[config.mk]
export PLATFORM = sky130hd
export DESIGN_NAME = bfgl_parser
export DESIGN_NICKNAME = d
export VERILOG_FILES = /design/src/rtl/core/bfgl_pkg.sv /design/src/rtl/core/bfgl_parser.sv
export SDC_FILE = /design/constraint.sdc
export NUM_CORES = 1
export LEC_CHECK = 0
export BUFFER_PORTS_ARGS = -buffer_cell sky130_fd_sc_hd__buf_2
export CORE_MARGIN = 2
export CORE_UTILIZATION = 35
export CTS_BUF_LIST = sky130_fd_sc_hd__clkbuf_4 sky130_fd_sc_hd__clkbuf_8
export DETAILED_ROUTE_END_ITERATION = 10
export GPL_ROUTABILITY_DRIVEN = 0
export GPL_TIMING_DRIVEN = 0
export SLEW_MARGIN = 10
export SYNTH_ARGS = -nofsm -noshare
export SYNTH_HDL_FRONTEND = slang
export SYNTH_SLANG_ARGS = --single-unit
[constraint.sdc]
create_clock -name i_clk -period 2.9 [get_ports i_clk]
set_clock_uncertainty 0.2 [all_clocks]
set_input_delay 0.29 -clock i_clk [delete_from_list [all_inputs] [get_ports i_clk]]
set_output_delay 0.29 -clock i_clk [all_outputs]
set_load 0.01 [all_outputs]
[src/rtl/core/bfgl_pkg.sv]
`timescale 1ns / 1ps
`default_nettype none
// ----------------------------------------------------------------------------
// Bitmap font glyph lookup package
// Shared constants, command codes, port structs and UTF-8 helper functions.
// ----------------------------------------------------------------------------
package bfgl_pkg;

    // Table sizing.
    localparam int MAX_GLYPHS = 512;
    localparam int IDX_W      = $clog2(MAX_GLYPHS);
    localparam int CNT_W      = $clog2(MAX_GLYPHS + 1);
    localparam int SEL_W      = (IDX_W > 9) ? IDX_W : 9;
    localparam int PROD_W     = SEL_W + 9;

    // Command codes.
    localparam logic [1:0] CMD_TABLE_BYTE = 2'd0;
    localparam logic [1:0] CMD_LOOKUP     = 2'd1;
    localparam logic [1:0] CMD_RESTART    = 2'd2;

    // Register indexes.
    localparam logic [1:0] REG_GLYPH_COUNT = 2'd0;
    localparam logic [1:0] REG_GLYPH_BYTES = 2'd1;
    localparam logic [1:0] REG_TABLE_ON    = 2'd2;

    // Register reset values.
    localparam logic [9:0] RST_GLYPH_COUNT = 10'd256;
    localparam logic [8:0] RST_GLYPH_BYTES = 9'd32;

    // Byte constants.
    localparam logic [7:0]  SEP_BYTE = 8'hFF;
    localparam logic [31:0] ASCII_LO = 32'd32;
    localparam logic [31:0] ASCII_HI = 32'd127;

    // Write port of the entry memory.
    typedef struct packed {
        logic              en;
        logic [IDX_W-1:0]  addr;
        logic [31:0]       data;
    } t_wr_port;

    // Read request to the entry memory.
    typedef struct packed {
        logic              en;
        logic [IDX_W-1:0]  addr;
    } t_rd_req;

    // One lookup result.
    typedef struct packed {
        logic        valid;
        logic        present;
        logic        fallback;
        logic [8:0]  glyph_id;
        logic [16:0] glyph_offset;
        logic [2:0]  bytes_used;
    } t_result;

    // UTF-8 sequence length from the lead byte; invalid leads count as one.
    function automatic logic [2:0] utf8_len(input logic [7:0] lead);
        logic [2:0] len;
        begin
            if (lead[7] == 1'b0) begin
                len = 3'd1;
            end else if (lead[7:5] == 3'b110) begin
                len = 3'd2;
            end else if (lead[7:4] == 4'b1110) begin
                len = 3'd3;
            end else if (lead[7:3] == 5'b11110) begin
                len = 3'd4;
            end else begin
                len = 3'd1;
            end
            return len;
        end
    endfunction

    // Join the first len query bytes big-endian; byte 0 sits in bits 7:0.
    function automatic logic [31:0] utf8_value(input logic [31:0] q, input logic [2:0] len);
        logic [31:0] v;
        begin
            case (len)
                3'd2:    v = {16'd0, q[7:0], q[15:8]};
                3'd3:    v = {8'd0, q[7:0], q[15:8], q[23:16]};
                3'd4:    v = {q[7:0], q[15:8], q[23:16], q[31:24]};
                default: v = {24'd0, q[7:0]};
            endcase
            return v;
        end
    endfunction

    // Effective glyph limit: the smaller of the register and the table size.
    function automatic logic [CNT_W-1:0] glyph_limit(input logic [9:0] gc);
        logic [CNT_W-1:0] lim;
        begin
            if (int'(gc) < MAX_GLYPHS) begin
                lim = CNT_W'(gc);
            end else begin
                lim = CNT_W'(MAX_GLYPHS);
            end
            return lim;
        end
    endfunction

endpackage
`default_nettype wire

[src/rtl/core/bfgl_parser.sv]
`timescale 1ns / 1ps
`default_nettype none
// ----------------------------------------------------------------------------
// Unicode table parser
// Takes description bytes, keeps the first UTF-8 value of each glyph and
// writes it to the entry memory; the write index doubles as the fill count.
// ----------------------------------------------------------------------------
module bfgl_parser (
    input  wire                        i_clk,
    input  wire                        i_rst_n,
    input  wire                        i_byte_valid,
    input  wire [7:0]                  i_byte,
    input  wire                        i_restart,
    input  wire [bfgl_pkg::CNT_W-1:0]  i_limit,
    output bfgl_pkg::t_wr_port         o_wr,
    output logic [bfgl_pkg::CNT_W-1:0] o_fill
);

    typedef enum logic [1:0] {
        PH_FIRST,
        PH_CONT,
        PH_SKIP
    } t_phase;

    t_phase                      r_phase, n_phase;
    logic [bfgl_pkg::CNT_W-1:0]  r_windex, n_windex;
    logic [2:0]                  r_needed, n_needed;
    logic [2:0]                  r_taken, n_taken;
    logic [31:0]                 r_partial, n_partial;
    logic [31:0]                 w_joined;
    logic [2:0]                  w_taken_inc;
    logic [2:0]                  w_lead_len;

    assign w_joined    = {r_partial[23:0], i_byte};
    assign w_taken_inc = r_taken + 3'd1;
    assign w_lead_len  = bfgl_pkg::utf8_len(i_byte);

    // Next-state logic of the description parser.
    always_comb begin
        n_phase   = r_phase;
        n_windex  = r_windex;
        n_needed  = r_needed;
        n_taken   = r_taken;
        n_partial = r_partial;
        o_wr.en   = 1'b0;
        o_wr.addr = r_windex[bfgl_pkg::IDX_W-1:0];
        o_wr.data = w_joined;
        if (i_restart) begin
            n_phase   = PH_FIRST;
            n_windex  = '0;
            n_needed  = 3'd0;
            n_taken   = 3'd0;
            n_partial = 32'd0;
        end else if (i_byte_valid) begin
            case (r_phase)
                PH_CONT: begin
                    n_partial = w_joined;
                    n_taken   = w_taken_inc;
                    if (w_taken_inc >= r_needed) begin
                        o_wr.en  = 1'b1;
                        n_windex = r_windex + 1'b1;
                        n_phase  = PH_SKIP;
                    end
                end
                PH_SKIP: begin
                    if (i_byte == bfgl_pkg::SEP_BYTE) begin
                        n_phase = PH_FIRST;
                    end
                end
                PH_FIRST: begin
                    if (r_windex < i_limit) begin
                        n_partial = {24'd0, i_byte};
                        n_needed  = w_lead_len;
                        n_taken   = 3'd1;
                        if (w_lead_len > 3'd1) begin
                            n_phase = PH_CONT;
                        end else begin
                            // Single-byte value; a separator here ends the entry at once.
                            o_wr.en   = 1'b1;
                            o_wr.data = {24'd0, i_byte};
                            n_windex  = r_windex + 1'b1;
                            n_phase   = (i_byte == bfgl_pkg::SEP_BYTE) ? PH_FIRST : PH_SKIP;
                        end
                    end
                end
                default: begin
                    n_phase = PH_FIRST;
                end
            endcase
        end
    end

    // Parser state.
    always_ff @(posedge i_clk) begin
        if (!i_rst_n) begin
            r_phase   <= PH_FIRST;
            r_windex  <= '0;
            r_needed  <= 3'd0;
            r_taken   <= 3'd0;
            r_partial <= 32'd0;
        end else begin
            r_phase   <= n_phase;
            r_windex  <= n_windex;
            r_needed  <= n_needed;
            r_taken   <= n_taken;
            r_partial <= n_partial;
        end
    end

    assign o_fill = r_windex;

endmodule
`default_nettype wire

==> flow_summary.toml <==
[run_status]
status = "finished clean"

[floorplanning]
num_rows = 30
fp.dieW_microns = 87.3
die_h_microns = 87.3
boundaryPins = 74
coreArea_sq_um = 6760
dieArea_sq_um = 7620
start_util_pct = 35.9

[final_layout]
area_growth_pct = 34.3
fin_util_pct = 48.3
nets = 406
fillCellCount = 670
drive_above_1_share_pct = 39.6
multi_input_area_sq_um = 1400
antenna_cells = 0
final_area_sq_um = 3260
final-seq-area_sq_um = 855

[place]
pre_cts_slack_ps = -216
hpwl_mm = 4.44
placed_cell_area_sq_um = 2890
io_buffers = 73

[clocking]
cts_buffers = 5
cts-htree-levels = 2
worstSkewPairLatency_ps = 290
cts_buffer_depth = 2
cts_tree = "yes"
cts.sinks = 42
cts_hold_buf = 0
path_clk_slew_ps = 80
root_buffer = "clkbuf_8"

[sta]
setup_ws_ps = 23.6
period_minus_slack_ps = 2880
finalCritPeriodShare_pct = 99.2
fmax_mhz = 348
hold_viol_final = 0
worstMarginPinSlew_ps = 582
setup_tns_ps = 0
finalSetupViolCount = 0
rsz0062_at_grt = "yes"
relSlewSlack_pct = 61.2
drv_slew = 0

[synthesis]
syn_inst = 282
ys_types = 41
synth_common_cells = "42 x dfxtp_1, 34 x nor2_1, 25 x and2_1"
yosysSeqAreaShare_pct = 34.6
synth_enable_flop_cells = 0
synth.area.top_cells = "dfxtp_1 35%, ha_1 7.2%, and2_1 6.4%"
ys.flop_type = "dfxtp_1"
ys_warn_count = 0
synth.most_common_cell = "dfxtp_1"
synth-seq-cells = 42
yosysTopAreaCell = "dfxtp_1"
synth_area_sq_um = 2430
synth_top_area_share_pct = 34.6
synth_async_sr_flop_share_pct = 0
avgSynthCellArea_sq_um = 8.61
syn-num-nets = 318

[min_path]
hp-class = "primary input to flop"

[route]
dr.pass1.iters = 4
viasPerCell = 4.97
antenna_left = 0
drtIter0Drc = 99
wl_mm = 6.06
via_count = 2240
wl_per_cell_microns = 13.4
drcViolationCount = 0

[setup_path]
crit_buf_inv = 2
worstPathRequired_ps = 2410
timing_worst_setup_path_type = "flop to output pin"
path_delay_family = "compound AO/OA/AOI/OAI gates"
endpoint_kind = "output pin"
cpMaxStageDelayCell = "a2111oi_4"
slowest_delay_ps = 390
cp.arrival_ps = 2390
startpoint_type = "flop"
worstPathMaxFanout = 6
crit_path_cell_trace = "ha_4 > a211o_1 > a21oi_2 > o21ai_2 > a2111oi_4 > nand2_4 > buf_6 > and2_1 > buf_2"

[power]
ir_worst_vdd_mv = 0.252
p_leak_nw = 1.48
p_per_area_nw_per_um2 = 376
power_mw = 1.23

[global_routing]
grt_pass1_wl_mm = 9.60
gr-total-overflow = 0
grt_pass1_vias = 2062
grt_antenna_before_repair = 0
grt_use_total_pct = 16.0
grt_start_max_net_pins = 14

[flow_run]
maxCapViolations = 0
[per-layer routing]
layer | part of all wire, % | GRT usage [%] | up-vias
met1 | 48 | 21.9 | 1044
met2 | 47 | 25.2 | 38
li1 | - | - | 1148
met4 | 1.8 | 5.73 | 0
met5 | 0 | 0 | -
met3 | 2.9 | 2.65 | 10
[per-stage QoR]
stage               hold WS, ps  cells
floorplan                   234    282
global placement            268    435
detailed placement          272    435
CTS                        52.3    451
global route               81.0    451
finish                     64.2    451
[area by class of cell]
| cell class | instances | area share [%] |
|---|---|---|
| Buffer | 30 | 6.18 |
| Clock buffer | 6 | 2.34 |
| Clock inverter | 2 | 1.15 |
| Inverter | 14 | 1.61 |
| Multi-Input combinational cell | 196 | 42.8 |
| Sequential cell | 42 | 26.2 |
| Tap cell | 80 | 3.07 |
| Timing Repair Buffer | 81 | 16.7 |
[layout by cell type (no fill, tap or decap), types with 3 or more instances in the layout]
cell type  count
a21oi_1       11
a21oi_2        3
a22oi_1       18
and2_1         7
and2_4        18
buf_2         57
buf_4         22
buf_6         23
clkbuf_1       7
clkbuf_8       5
dfxtp_1       37
dfxtp_4        3
ha_1          13
inv_1         13
mux2i_1       14
nand2_1       16
nand2b_1      10
nand3_1        8
nand4_1        4
nor2_1        34
nor3_1         3
o21ai_0        5
o21ai_1        4
o31ai_1        3
[report_power, final]
group | leakage, nW | switching (mW) | total [mW] | internal (mW)
registers | 0.343 | 0.00715 | 0.588 | 0.581
logic | 1.08 | 0.0931 | 0.170 | 0.0770
clock network | 0.0548 | 0.201 | 0.468 | 0.266
total | 1.48 | 0.302 | 1.23 | 0.924
[worst paths after layout]
check                                               from  cells after the start                         end  slack (ps)
worst min register to register  r_needed[1]$_SDFFE_PP0P_                      2    r_needed[1]$_SDFFE_PP0P_         280
worst max-delay path              o_fill[3]$_SDFFE_PP0P_                      9                    o_wr[17]          20
worst min-delay path                           i_byte[0]                      3   r_partial[0]$_SDFFE_PP0P_          60
worst max register to register    o_fill[5]$_SDFFE_PP0P_                      7  r_partial[19]$_SDFFE_PP0P_         330
[state kept, by name, indices dropped and copies added (netlist names)]
register	count
o_fill	10
r_phase	2
r_taken	3
r_needed	3
r_partial	24
[kinds of logic (layout without fill, tap and decap cells)]
kind of cell | Yosys count | in the layout | synth area share, %
adder cells (fa/ha/maj) | 14 | 14 | 7.22
multiplexers | 15 | 15 | 6.24
AO/OA/AOI/OAI | 63 | 63 | 19.8
flip-flops | 42 | 42 | 34.6
AND/OR/NAND/NOR | 103 | 103 | 21.3
buffers and inverters | 44 | 133 | 10.4
XOR/XNOR | 1 | 1 | 0.361
[worst min-delay path, cell delays in order]
cell	delay, ps
buf_2	100
mux2i_1	60
nor2_1	70
[what timing repair did]
action | in CTS | in global routing
gates resized for setup | 13 | 39
cloned | 2 | 0
buffers inserted | 6 | 0
setup endpoints to repair | 24 | 25
pin swaps | 4 | 6
Note: power is estimated with default switching activity, not from simulation.
