===== config.mk =====
export PLATFORM = sky130hd
export DESIGN_NAME = bfgl_search
export DESIGN_NICKNAME = d
export VERILOG_FILES = /design/src/rtl/core/bfgl_pkg.sv /design/src/rtl/core/bfgl_search.sv
export SDC_FILE = /design/constraint.sdc
export NUM_CORES = 1
export LEC_CHECK = 0
export ABC_AREA = 1
export BUFFER_PORTS_ARGS = -buffer_cell sky130_fd_sc_hd__buf_2
export CAP_MARGIN = 20
export CORE_MARGIN = 2
export CORE_UTILIZATION = 50
export DETAILED_ROUTE_END_ITERATION = 10
export GPL_TIMING_DRIVEN = 0
export PLACE_DENSITY = 0.69
export SLEW_MARGIN = 20
export SYNTH_ARGS = -nofsm -noshare
export SYNTH_HDL_FRONTEND = slang
export SYNTH_SLANG_ARGS = --single-unit

===== constraint.sdc =====
create_clock -name i_clk -period 9.9 [get_ports i_clk]
set_input_delay 0 -clock i_clk [delete_from_list [all_inputs] [get_ports i_clk]]
set_output_delay 0 -clock i_clk [all_outputs]
set_load 0.01 [all_outputs]

===== src/rtl/core/bfgl_pkg.sv =====
`timescale 1ns / 1ps
`default_nettype none
// ----------------------------------------------------------------------------
// Bitmap font glyph lookup package
// Shared constants, command codes, port structs and UTF-8 helper functions.
// ----------------------------------------------------------------------------
package bfgl_pkg;

    // Table sizing.
    localparam int MAX_GLYPHS = 512;
    localparam int IDX_W      = $clog2(MAX_GLYPHS);
    localparam int CNT_W      = $clog2(MAX_GLYPHS + 1);
    localparam int SEL_W      = (IDX_W > 9) ? IDX_W : 9;
    localparam int PROD_W     = SEL_W + 9;

    // Command codes.
    localparam logic [1:0] CMD_TABLE_BYTE = 2'd0;
    localparam logic [1:0] CMD_LOOKUP     = 2'd1;
    localparam logic [1:0] CMD_RESTART    = 2'd2;

    // Register indexes.
    localparam logic [1:0] REG_GLYPH_COUNT = 2'd0;
    localparam logic [1:0] REG_GLYPH_BYTES = 2'd1;
    localparam logic [1:0] REG_TABLE_ON    = 2'd2;

    // Register reset values.
    localparam logic [9:0] RST_GLYPH_COUNT = 10'd256;
    localparam logic [8:0] RST_GLYPH_BYTES = 9'd32;

    // Byte constants.
    localparam logic [7:0]  SEP_BYTE = 8'hFF;
    localparam logic [31:0] ASCII_LO = 32'd32;
    localparam logic [31:0] ASCII_HI = 32'd127;

    // Write port of the entry memory.
    typedef struct packed {
        logic              en;
        logic [IDX_W-1:0]  addr;
        logic [31:0]       data;
    } t_wr_port;

    // Read request to the entry memory.
    typedef struct packed {
        logic              en;
        logic [IDX_W-1:0]  addr;
    } t_rd_req;

    // One lookup result.
    typedef struct packed {
        logic        valid;
        logic        present;
        logic        fallback;
        logic [8:0]  glyph_id;
        logic [16:0] glyph_offset;
        logic [2:0]  bytes_used;
    } t_result;

    // UTF-8 sequence length from the lead byte; invalid leads count as one.
    function automatic logic [2:0] utf8_len(input logic [7:0] lead);
        logic [2:0] len;
        begin
            if (lead[7] == 1'b0) begin
                len = 3'd1;
            end else if (lead[7:5] == 3'b110) begin
                len = 3'd2;
            end else if (lead[7:4] == 4'b1110) begin
                len = 3'd3;
            end else if (lead[7:3] == 5'b11110) begin
                len = 3'd4;
            end else begin
                len = 3'd1;
            end
            return len;
        end
    endfunction

    // Join the first len query bytes big-endian; byte 0 sits in bits 7:0.
    function automatic logic [31:0] utf8_value(input logic [31:0] q, input logic [2:0] len);
        logic [31:0] v;
        begin
            case (len)
                3'd2:    v = {16'd0, q[7:0], q[15:8]};
                3'd3:    v = {8'd0, q[7:0], q[15:8], q[23:16]};
                3'd4:    v = {q[7:0], q[15:8], q[23:16], q[31:24]};
                default: v = {24'd0, q[7:0]};
            endcase
            return v;
        end
    endfunction

    // Effective glyph limit: the smaller of the register and the table size.
    function automatic logic [CNT_W-1:0] glyph_limit(input logic [9:0] gc);
        logic [CNT_W-1:0] lim;
        begin
            if (int'(gc) < MAX_GLYPHS) begin
                lim = CNT_W'(gc);
            end else begin
                lim = CNT_W'(MAX_GLYPHS);
            end
            return lim;
        end
    endfunction

endpackage
`default_nettype wire


===== src/rtl/core/bfgl_search.sv =====
`timescale 1ns / 1ps
`default_nettype none
// ----------------------------------------------------------------------------
// Glyph search sequencer
// Table mode walks the filled part of the entry memory one entry per cycle through a
// single compare unit, ASCII mode maps the code; then scales the chosen index to a byte offset.
// ----------------------------------------------------------------------------
module bfgl_search (
    input  wire                        i_clk,
    input  wire                        i_rst_n,
    input  wire                        i_go,
    input  wire [31:0]                 i_query_bytes,
    input  wire [bfgl_pkg::CNT_W-1:0]  i_limit,
    input  wire [bfgl_pkg::CNT_W-1:0]  i_fill,
    input  wire                        i_table_on,
    input  wire [8:0]                  i_glyph_bytes,
    input  wire [31:0]                 i_rdata,
    output bfgl_pkg::t_rd_req          o_rd,
    output logic                       o_busy,
    output bfgl_pkg::t_result          o_result
);

    typedef enum logic [1:0] {
        S_IDLE,
        S_SCAN,
        S_MUL
    } t_state;

    t_state                      r_state, n_state;
    logic [31:0]                 r_value, n_value;
    logic [2:0]                  r_len, n_len;
    logic [bfgl_pkg::CNT_W-1:0]  r_end, n_end;
    logic [bfgl_pkg::CNT_W-1:0]  r_addr, n_addr;
    logic                        r_pend, n_pend;
    logic [bfgl_pkg::IDX_W-1:0]  r_pend_addr, n_pend_addr;
    logic [bfgl_pkg::SEL_W-1:0]  r_idx, n_idx;
    logic                        r_hit, n_hit;
    bfgl_pkg::t_result           r_result, n_result;

    logic [2:0]                  w_len;
    logic [31:0]                 w_value;
    logic                        w_rd_en;
    logic [bfgl_pkg::PROD_W-1:0] w_prod;
    logic                        w_present;

    assign w_len   = bfgl_pkg::utf8_len(i_query_bytes[7:0]);
    assign w_value = bfgl_pkg::utf8_value(i_query_bytes, w_len);
    assign w_rd_en = (r_state == S_SCAN) && (r_addr < r_end);

    // Offset multiplier and bound check on the chosen index.
    assign w_prod    = bfgl_pkg::PROD_W'(i_glyph_bytes) * bfgl_pkg::PROD_W'(r_idx);
    assign w_present = {1'b0, r_idx} < (bfgl_pkg::SEL_W + 1)'(i_limit);

    // Sequencer next-state logic.
    always_comb begin
        n_state     = r_state;
        n_value     = r_value;
        n_len       = r_len;
        n_end       = r_end;
        n_addr      = r_addr;
        n_pend      = 1'b0;
        n_pend_addr = r_addr[bfgl_pkg::IDX_W-1:0];
        n_idx       = r_idx;
        n_hit       = r_hit;
        n_result    = r_result;
        n_result.valid = 1'b0;
        case (r_state)
            S_IDLE: begin
                if (i_go) begin
                    n_value = w_value;
                    n_len   = w_len;
                    if (i_table_on) begin
                        n_end   = (i_fill < i_limit) ? i_fill : i_limit;
                        n_addr  = '0;
                        n_state = S_SCAN;
                    end else begin
                        // ASCII codes above 32 up to 127 map straight to their code.
                        if ((w_value > bfgl_pkg::ASCII_LO) && (w_value <= bfgl_pkg::ASCII_HI)) begin
                            n_idx = bfgl_pkg::SEL_W'(w_value[6:0]);
                            n_hit = 1'b1;
                        end else begin
                            n_idx = '0;
                            n_hit = 1'b0;
                        end
                        n_state = S_MUL;
                    end
                end
            end
            S_SCAN: begin
                // Issue the next read and compare the data of the previous one.
                n_pend = w_rd_en;
                if (w_rd_en) begin
                    n_addr = r_addr + 1'b1;
                end
                if (r_pend && (i_rdata == r_value)) begin
                    n_idx   = bfgl_pkg::SEL_W'(r_pend_addr);
                    n_hit   = 1'b1;
                    n_pend  = 1'b0;
                    n_state = S_MUL;
                end else if (!w_rd_en && !r_pend) begin
                    n_idx   = '0;
                    n_hit   = 1'b0;
                    n_state = S_MUL;
                end
            end
            S_MUL: begin
                n_result.valid        = 1'b1;
                n_result.present      = w_present;
                n_result.fallback     = !r_hit;
                n_result.glyph_id     = 9'(r_idx);
                n_result.glyph_offset = w_present ? 17'(w_prod) : 17'd0;
                n_result.bytes_used   = r_len;
                n_state               = S_IDLE;
            end
            default: begin
                n_state = S_IDLE;
            end
        endcase
    end

    // Sequencer state and registered result.
    always_ff @(posedge i_clk) begin
        if (!i_rst_n) begin
            r_state        <= S_IDLE;
            r_pend         <= 1'b0;
            r_result.valid <= 1'b0;
        end else begin
            r_state        <= n_state;
            r_pend         <= n_pend;
            r_result.valid <= n_result.valid;
        end
        r_value               <= n_value;
        r_len                 <= n_len;
        r_end                 <= n_end;
        r_addr                <= n_addr;
        r_pend_addr           <= n_pend_addr;
        r_idx                 <= n_idx;
        r_hit                 <= n_hit;
        r_result.present      <= n_result.present;
        r_result.fallback     <= n_result.fallback;
        r_result.glyph_id     <= n_result.glyph_id;
        r_result.glyph_offset <= n_result.glyph_offset;
        r_result.bytes_used   <= n_result.bytes_used;
    end

    assign o_rd.en   = w_rd_en;
    assign o_rd.addr = r_addr[bfgl_pkg::IDX_W-1:0];
    assign o_busy    = (r_state != S_IDLE);
    assign o_result  = r_result;

endmodule
`default_nettype wire


==> results.sh, run 1 <==
export IMPL_status="complete, but fails checks"
export IMPL_violations="hold timing"
export IMPL_hold_viol=1
export IMPL_core_area_um2=16500
export IMPL_synth_seq_cells=109
export IMPL_grt_pass1_wl_mm=33.3
export IMPL_hold_class="input pin to flop"
export IMPL_numCtsBuffers=9
export IMPL_synth_area_um2=8380
export IMPL_slew_viol_final=0
export IMPL_dieArea_um2=17800
export IMPL_start_util_pct=50.9
export IMPL_route_detailed_drc=0
export IMPL_viasPerCell=5.01
export IMPL_grt_pass1_vias=6817
export IMPL_finClkSkew_ps=9.54
export IMPL_synth_avg_cell_area_um2=8.54
export IMPL_arrival_ps=5030
export IMPL_final_net_count=1350
export IMPL_synth_seq_area_share_pct=37.5
export IMPL_grt_usage_pct=23.7
export IMPL_min_period_ps=4840
export IMPL_synth_cells=981
export IMPL_yosysWarnings=0
export IMPL_clk_latency_ps=350
export IMPL_relSlewSlack_pct=62.8
export IMPL_grt_max_degree=25
export IMPL_htreeDepth=3
export IMPL_irDropWorstVdd_mv=0.105
export IMPL_p_switching_w=0.000518
export IMPL_cts_tree="done"
export IMPL_p_leak_nw=4.98
export IMPL_drt_first_pass_iters=5
export IMPL_power_density_nw_per_um2=155
export IMPL_syn_num_nets=1190
export IMPL_p_total_w=0.00153
export IMPL_gr_total_overflow=0
export IMPL_die_h_um=133
export IMPL_critPathLaunchType="flop"
export IMPL_drt_total_wl_mm=19.8
export IMPL_drv_cap=0
export IMPL_antenna_found_initial=0
export IMPL_fin_setup_tns_ps=0
export IMPL_pwr_share_comb_pct=36.9
export IMPL_cts_buffer_depth=2
export IMPL_final_common_cell="inv_1"
export IMPL_final_cell_mix="inv_1, nand2_1, buf_2"
export IMPL_rsz0062_at_grt="no"
export IMPL_antennaDiodeCount=0
export IMPL_ys_flop_type="edfxtp_1"
export IMPL_clockRootBuffer="clkbuf_16"
export IMPL_holdWs_ps=-2.91
export IMPL_ys_async_sr_fraction_pct=0
export IMPL_ys_types=50
export IMPL_fmax_mhz=207
export IMPL_syn2layout_area_growth_pct=17.9
export IMPL_num_rows=47
export IMPL_dp_hpwl_mm=16.1
export IMPL_io_pins=140
export IMPL_io_buffers=130
export IMPL_path_max_fanout=9
export IMPL_crit_path_end_kind="flop"
export IMPL_seq_power_share_pct=37.5
export IMPL_clkTransAtPathRegs_ps=70
export IMPL_cts_setup_buffers=0
export IMPL_postRouteAntennaNets=0
export IMPL_cell_internal_pwr_w=0.00101
export IMPL_p_sw_share_pct=33.8
export IMPL_dieWidth_um=133
export IMPL_worstMarginPinSlew_ps=558
export IMPL_gp_congestion=0.916
export IMPL_clock_sinks=109
export IMPL_first_iter_violations=498
export IMPL_num_vias=6849
export IMPL_fin_crit_sh_pct=48.9
export IMPL_power_frac_clock_pct=25.5
export IMPL_crit_required_ps=10090
export IMPL_drive_gt1_share_pct=17.0
export IMPL_wl_per_cell_um=14.5
export IMPL_setup_violations=0
export IMPL_synth_edf_count=96
export IMPL_path_class="flop to flop"
==> routing by layer <==
metal  global-route usage [%]  wire length (µm)  up-vias  share of wire, %
met4                     6.09               403        0               2.0
met2                     39.1              9450      228                48
met1                     32.9              8800     3188                44
met5                        0                 0        -                 0
li1                         -                 -     3401                 -
met3                     3.81              1180       32               5.9
==> state kept, by name (all words and copies together), names as in the netlist <==
signal and cells:
o_result 32, r_value 32, r_idx 9, r_addr 10, r_hit 1, r_len 3, r_pend_addr 9, r_pend 1
r_end 10, r_state 2
==> Yosys cell counts, types with 2 or more instances <==
cell,n,area (µm²)
o22ai_1,3,18.8
nand3_2,4,40.0
inv_1,204,766
xnor2_1,12,105
o2111ai_1,2,17.5
o21ai_0,18,90.1
a21o_1,2,15.0
clkbuf_1,24,90.1
inv_4,2,12.5
fa_1,49,981
nor3b_1,2,15.0
nand2_4,3,33.8
inv_2,4,15.0
edfxtp_1,96,2880
nor3_1,13,65.1
nand2_1,203,762
ha_1,63,788
nor2_4,2,22.5
dfxtp_1,13,260
nor2_2,4,25.0
nand3_1,38,190
nand4_1,22,138
o31ai_1,2,15.0
or2_1,2,12.5
o211ai_1,6,45.0
buf_4,10,75.1
nor2_1,96,360
nand2_2,3,18.8
xor2_1,14,123
or2_2,6,37.5
a21oi_1,40,200
==> kinds of logic after synthesis <==
logic type / count (synthesis) / share of synthesized area, %
adder cells (fa/ha/maj): 112 / 21.1
AO/OA/AOI/OAI: 83 / 5.72
AND/OR/NAND/NOR: 403 / 21.2
flip-flops: 109 / 37.5
buffers and inverters: 247 / 11.7
other: 1 / 0.0448
XOR/XNOR: 26 / 2.72
==> layout make-up <==
cell class | count | area (µm²)
Fill cell | 1482 | 6590
Multi-Input combinational cell | 625 | 4270
Sequential cell | 109 | 3140
Timing Repair Buffer | 149 | 876
Inverter | 210 | 793
Clock buffer | 14 | 295
Tap cell | 220 | 275
Buffer | 37 | 185
Clock inverter | 2 | 36.3
==> worst max-delay path, stage by stage, from the launching register on <==
cell      delay, ps
edfxtp_1        460
clkbuf_1        410
nand2_1         150
fa_1            550
inv_1            50
fa_1            500
inv_1            50
fa_1            460
fa_1            550
inv_1            40
ha_1            330
a21oi_1         170
nand2_1         130
a21boi_1        200
o21ai_0         220
or2_1           270
a21oi_1         150
==> metrics by stage <==
step           hold WS, ps  instance area (µm²)  std cells  setup WS [ps]  utilization, %
2_1_floorplan          122                 8380        981           5640               -
3_3_place_gp           247                 9300       1331           5100            56.5
3_5_place_dp           257                 9370       1333           5020            56.9
4_1_cts              0.786                 9880       1366           5010            60.0
5_1_grt               12.1                 9880       1366           4740            60.0
6_report             -2.91                 9880       1366           5060            60.0
==> power by group through the flow <==
stage / combinational, W / sequential, W / clock, W
final: 0.000566 / 0.000575 / 0.000392
after global routing: 0.000662 / 0.000579 / 0.000413
after CTS: 0.000571 / 0.000575 / 0.000397
after detailed placement: 0.000561 / 0.000586 / 0
after global placement: 0.000548 / 0.000586 / 0
after floorplan: 0.000406 / 0.000586 / 0
==> final timing paths <==
check,start,endpoint,slack (ps),cells past startpoint
setup / recovery,r_idx[2]$_DFFE_PP_,o_result[15]$_SDFFCE_PN0P_,5060,16
hold reg to reg,r_len[2]$_DFFE_PP_,o_result[2]$_DFFE_PP_,420,0
setup reg to reg,r_idx[2]$_DFFE_PP_,o_result[15]$_SDFFCE_PN0P_,5060,16
hold / removal,i_query_bytes[19],r_value[11]$_DFFE_PP_,-3,3
==> repair_timing <==
item,in CTS,in global routing
gates resized for setup,0,0
hold endpoints to repair,18,0
hold buffers,17,0
No activity file was read; power rests on OpenSTA's default activity.
==> run 2: changes to the inputs <==
--- a/config.mk
+++ b/config.mk
@@ -12,7 +12,7 @@
 export CORE_UTILIZATION = 50
 export DETAILED_ROUTE_END_ITERATION = 10
 export GPL_TIMING_DRIVEN = 0
-export PLACE_DENSITY = 0.69
+export PLACE_DENSITY = 0.72
 export SLEW_MARGIN = 20
 export SYNTH_ARGS = -nofsm -noshare
 export SYNTH_HDL_FRONTEND = slang
==> constraint.sdc (replaced) <==
create_clock -name i_clk -period 4.2 [get_ports i_clk]
set_input_delay 0 -clock i_clk [delete_from_list [all_inputs] [get_ports i_clk]]
set_output_delay 0 -clock i_clk [all_outputs]
set_load 0.01 [all_outputs]
==> results.sh, run 2 (synthesis gave the netlist of run 1 again) <==
export IMPL_rsz0062_at_grt="yes"
export IMPL_path_max_fanout=5
export IMPL_status="complete, but fails checks"
export IMPL_design_area_um2=10400
export IMPL_clock_sinks=109
export IMPL_core_area_um2=16500
export IMPL_io_buffers=130
export IMPL_holdWs_ps=3.66
export IMPL_grt_usage_pct=24.9
export IMPL_drt_total_wl_mm=21.2
export IMPL_place_inst=1333
export IMPL_fmax_mhz=237
export IMPL_grt_pass1_wl_mm=34.2
export IMPL_drive_gt1_share_pct=22.9
export IMPL_violations="setup timing"
export IMPL_final_net_count=1375
export IMPL_gp_congestion=0.932
export IMPL_irDropWorstVdd_mv=0.295
export IMPL_critPathLaunchType="flop"
export IMPL_grt_max_degree=25
export IMPL_grt_pass1_vias=6941
export IMPL_clkTransAtPathRegs_ps=70
export IMPL_clockRootBuffer="clkbuf_16"
export IMPL_start_util_pct=50.9
export IMPL_io_pins=140
export IMPL_first_iter_violations=485
export IMPL_crit_required_ps=4290
export IMPL_p_total_w=0.00408
export IMPL_num_vias=7007
export IMPL_path_class="flop to flop"
export IMPL_p_leak_nw=5.15
export IMPL_die_h_um=133
export IMPL_arrival_ps=4310
export IMPL_instances_no_fill=1391
export IMPL_clk_latency_ps=360
export IMPL_final_common_cell="nand2_1"
export IMPL_numCtsBuffers=9
export IMPL_viasPerCell=5.04
export IMPL_drt_first_pass_iters=5
export IMPL_worstMarginPinSlew_ps=634
export IMPL_fin_crit_sh_pct=100
export IMPL_dieArea_um2=17800
export IMPL_antenna_found_initial=0
export IMPL_dp_hpwl_mm=16.1
export IMPL_slew_viol_final=0
export IMPL_cts_buffer_depth=2
export IMPL_hold_viol=0
export IMPL_power_density_nw_per_um2=394
export IMPL_htreeDepth=3
export IMPL_dieWidth_um=133
export IMPL_postRouteAntennaNets=0
export IMPL_nFillCells=1428
export IMPL_syn2layout_area_growth_pct=23.6
export IMPL_antennaDiodeCount=0
export IMPL_drv_cap=0
export IMPL_gr_total_overflow=0
export IMPL_setup_violations=1
export IMPL_relSlewSlack_pct=57.8
export IMPL_route_detailed_drc=0
export IMPL_finClkSkew_ps=7.61
export IMPL_crit_path_end_kind="flop"
export IMPL_min_period_ps=4210
export IMPL_wl_per_cell_um=15.2
export IMPL_final_cell_mix="nand2_1, inv_1, buf_2"
export IMPL_cts_tree="done"
export IMPL_setup_slack_ps=-14.9
export IMPL_hold_class="input pin to flop"
export IMPL_placed_area_um2=9380
export IMPL_num_rows=47
## run 2: layer usage
| layer | share of wire, % | wire length, µm | up-vias | GRT usage (%) |
|---|---|---|---|---|
| met5 | 0 | 0 | - | 0 |
| met4 | 2.9 | 618 | 0 | 7.27 |
| met3 | 6.2 | 1320 | 38 | 3.69 |
| met2 | 49 | 10400 | 228 | 42.5 |
| met1 | 42 | 8850 | 3280 | 33.2 |
| li1 | - | - | 3461 | - |
## run 2: power by group
part / internal, W / switching, W / leakage (nW)
registers: 0.00131 / 0.0000425 / 1.03
logic: 0.000789 / 0.00103 / 3.97
clock network: 0.000520 / 0.000389 / 0.151
total: 0.00262 / 0.00146 / 5.15
## run 2: path summary, 6_finish.rpt
path                       from                          to  slack, ps  cells past startpoint
max          r_idx[2]$_DFFE_PP_  o_result[19]$_SDFFCE_PN0P_        -10                     17
min                   i_fill[8]          r_end[8]$_DFFE_PP_          4                      3
max reg2reg  r_idx[2]$_DFFE_PP_  o_result[19]$_SDFFCE_PN0P_        -10                     17
min reg2reg  r_len[0]$_DFFE_PP_       o_result[0]$_DFFE_PP_        420                      0
## run 2: layout make-up
class | count | area [µm²] | area share [%]
buffer | 35 | 248 | 2.39
clock buffer | 9 | 225 | 2.17
clock inverter | 7 | 88.8 | 0.858
inverter | 210 | 793 | 7.66
multi-input combinational | 625 | 4500 | 43.4
sequential | 109 | 3140 | 30.3
tap | 220 | 275 | 2.66
timing repair buffer | 176 | 1090 | 10.5
## run 2: worst max-delay path, stage by stage (launching register included)
cell and delay, ps:
edfxtp_1 460, clkbuf_8 200, nand2_1 70, fa_1 490, inv_1 50, fa_1 490
inv_1 50, fa_1 450, fa_1 500, inv_2 50, ha_4 290, nand3_1 110
nand2_2 150, buf_6 120, nand3_1 80, nand4_1 130, xor2_1 180, nor2_1 70
## run 2: metrics by stage
| stage | utilization (%) | TNS [ps] | setup slack (ps) |
|---|---|---|---|
| final | 62.9 | -14.9 | -14.9 |
| after global routing | 62.9 | -732 | -165 |
| after CTS | 62.1 | 0 | 0.369 |
| after detailed placement | 57.0 | -3120 | -567 |
| after global placement | 56.5 | -2600 | -505 |
| after floorplan | - | 0 | 1.29 |
## run 2: what timing repair did
| item | CTS | global route |
|---|---|---|
| hold buffers | 17 | 0 |
| setup endpoints to repair | 9 | 8 |
| setup buffers | 24 | 3 |
| gates cloned | 0 | 0 |
| resized for setup | 45 | 27 |
| pin swaps | 22 | 32 |
| hold endpoints to repair | 18 | 0 |
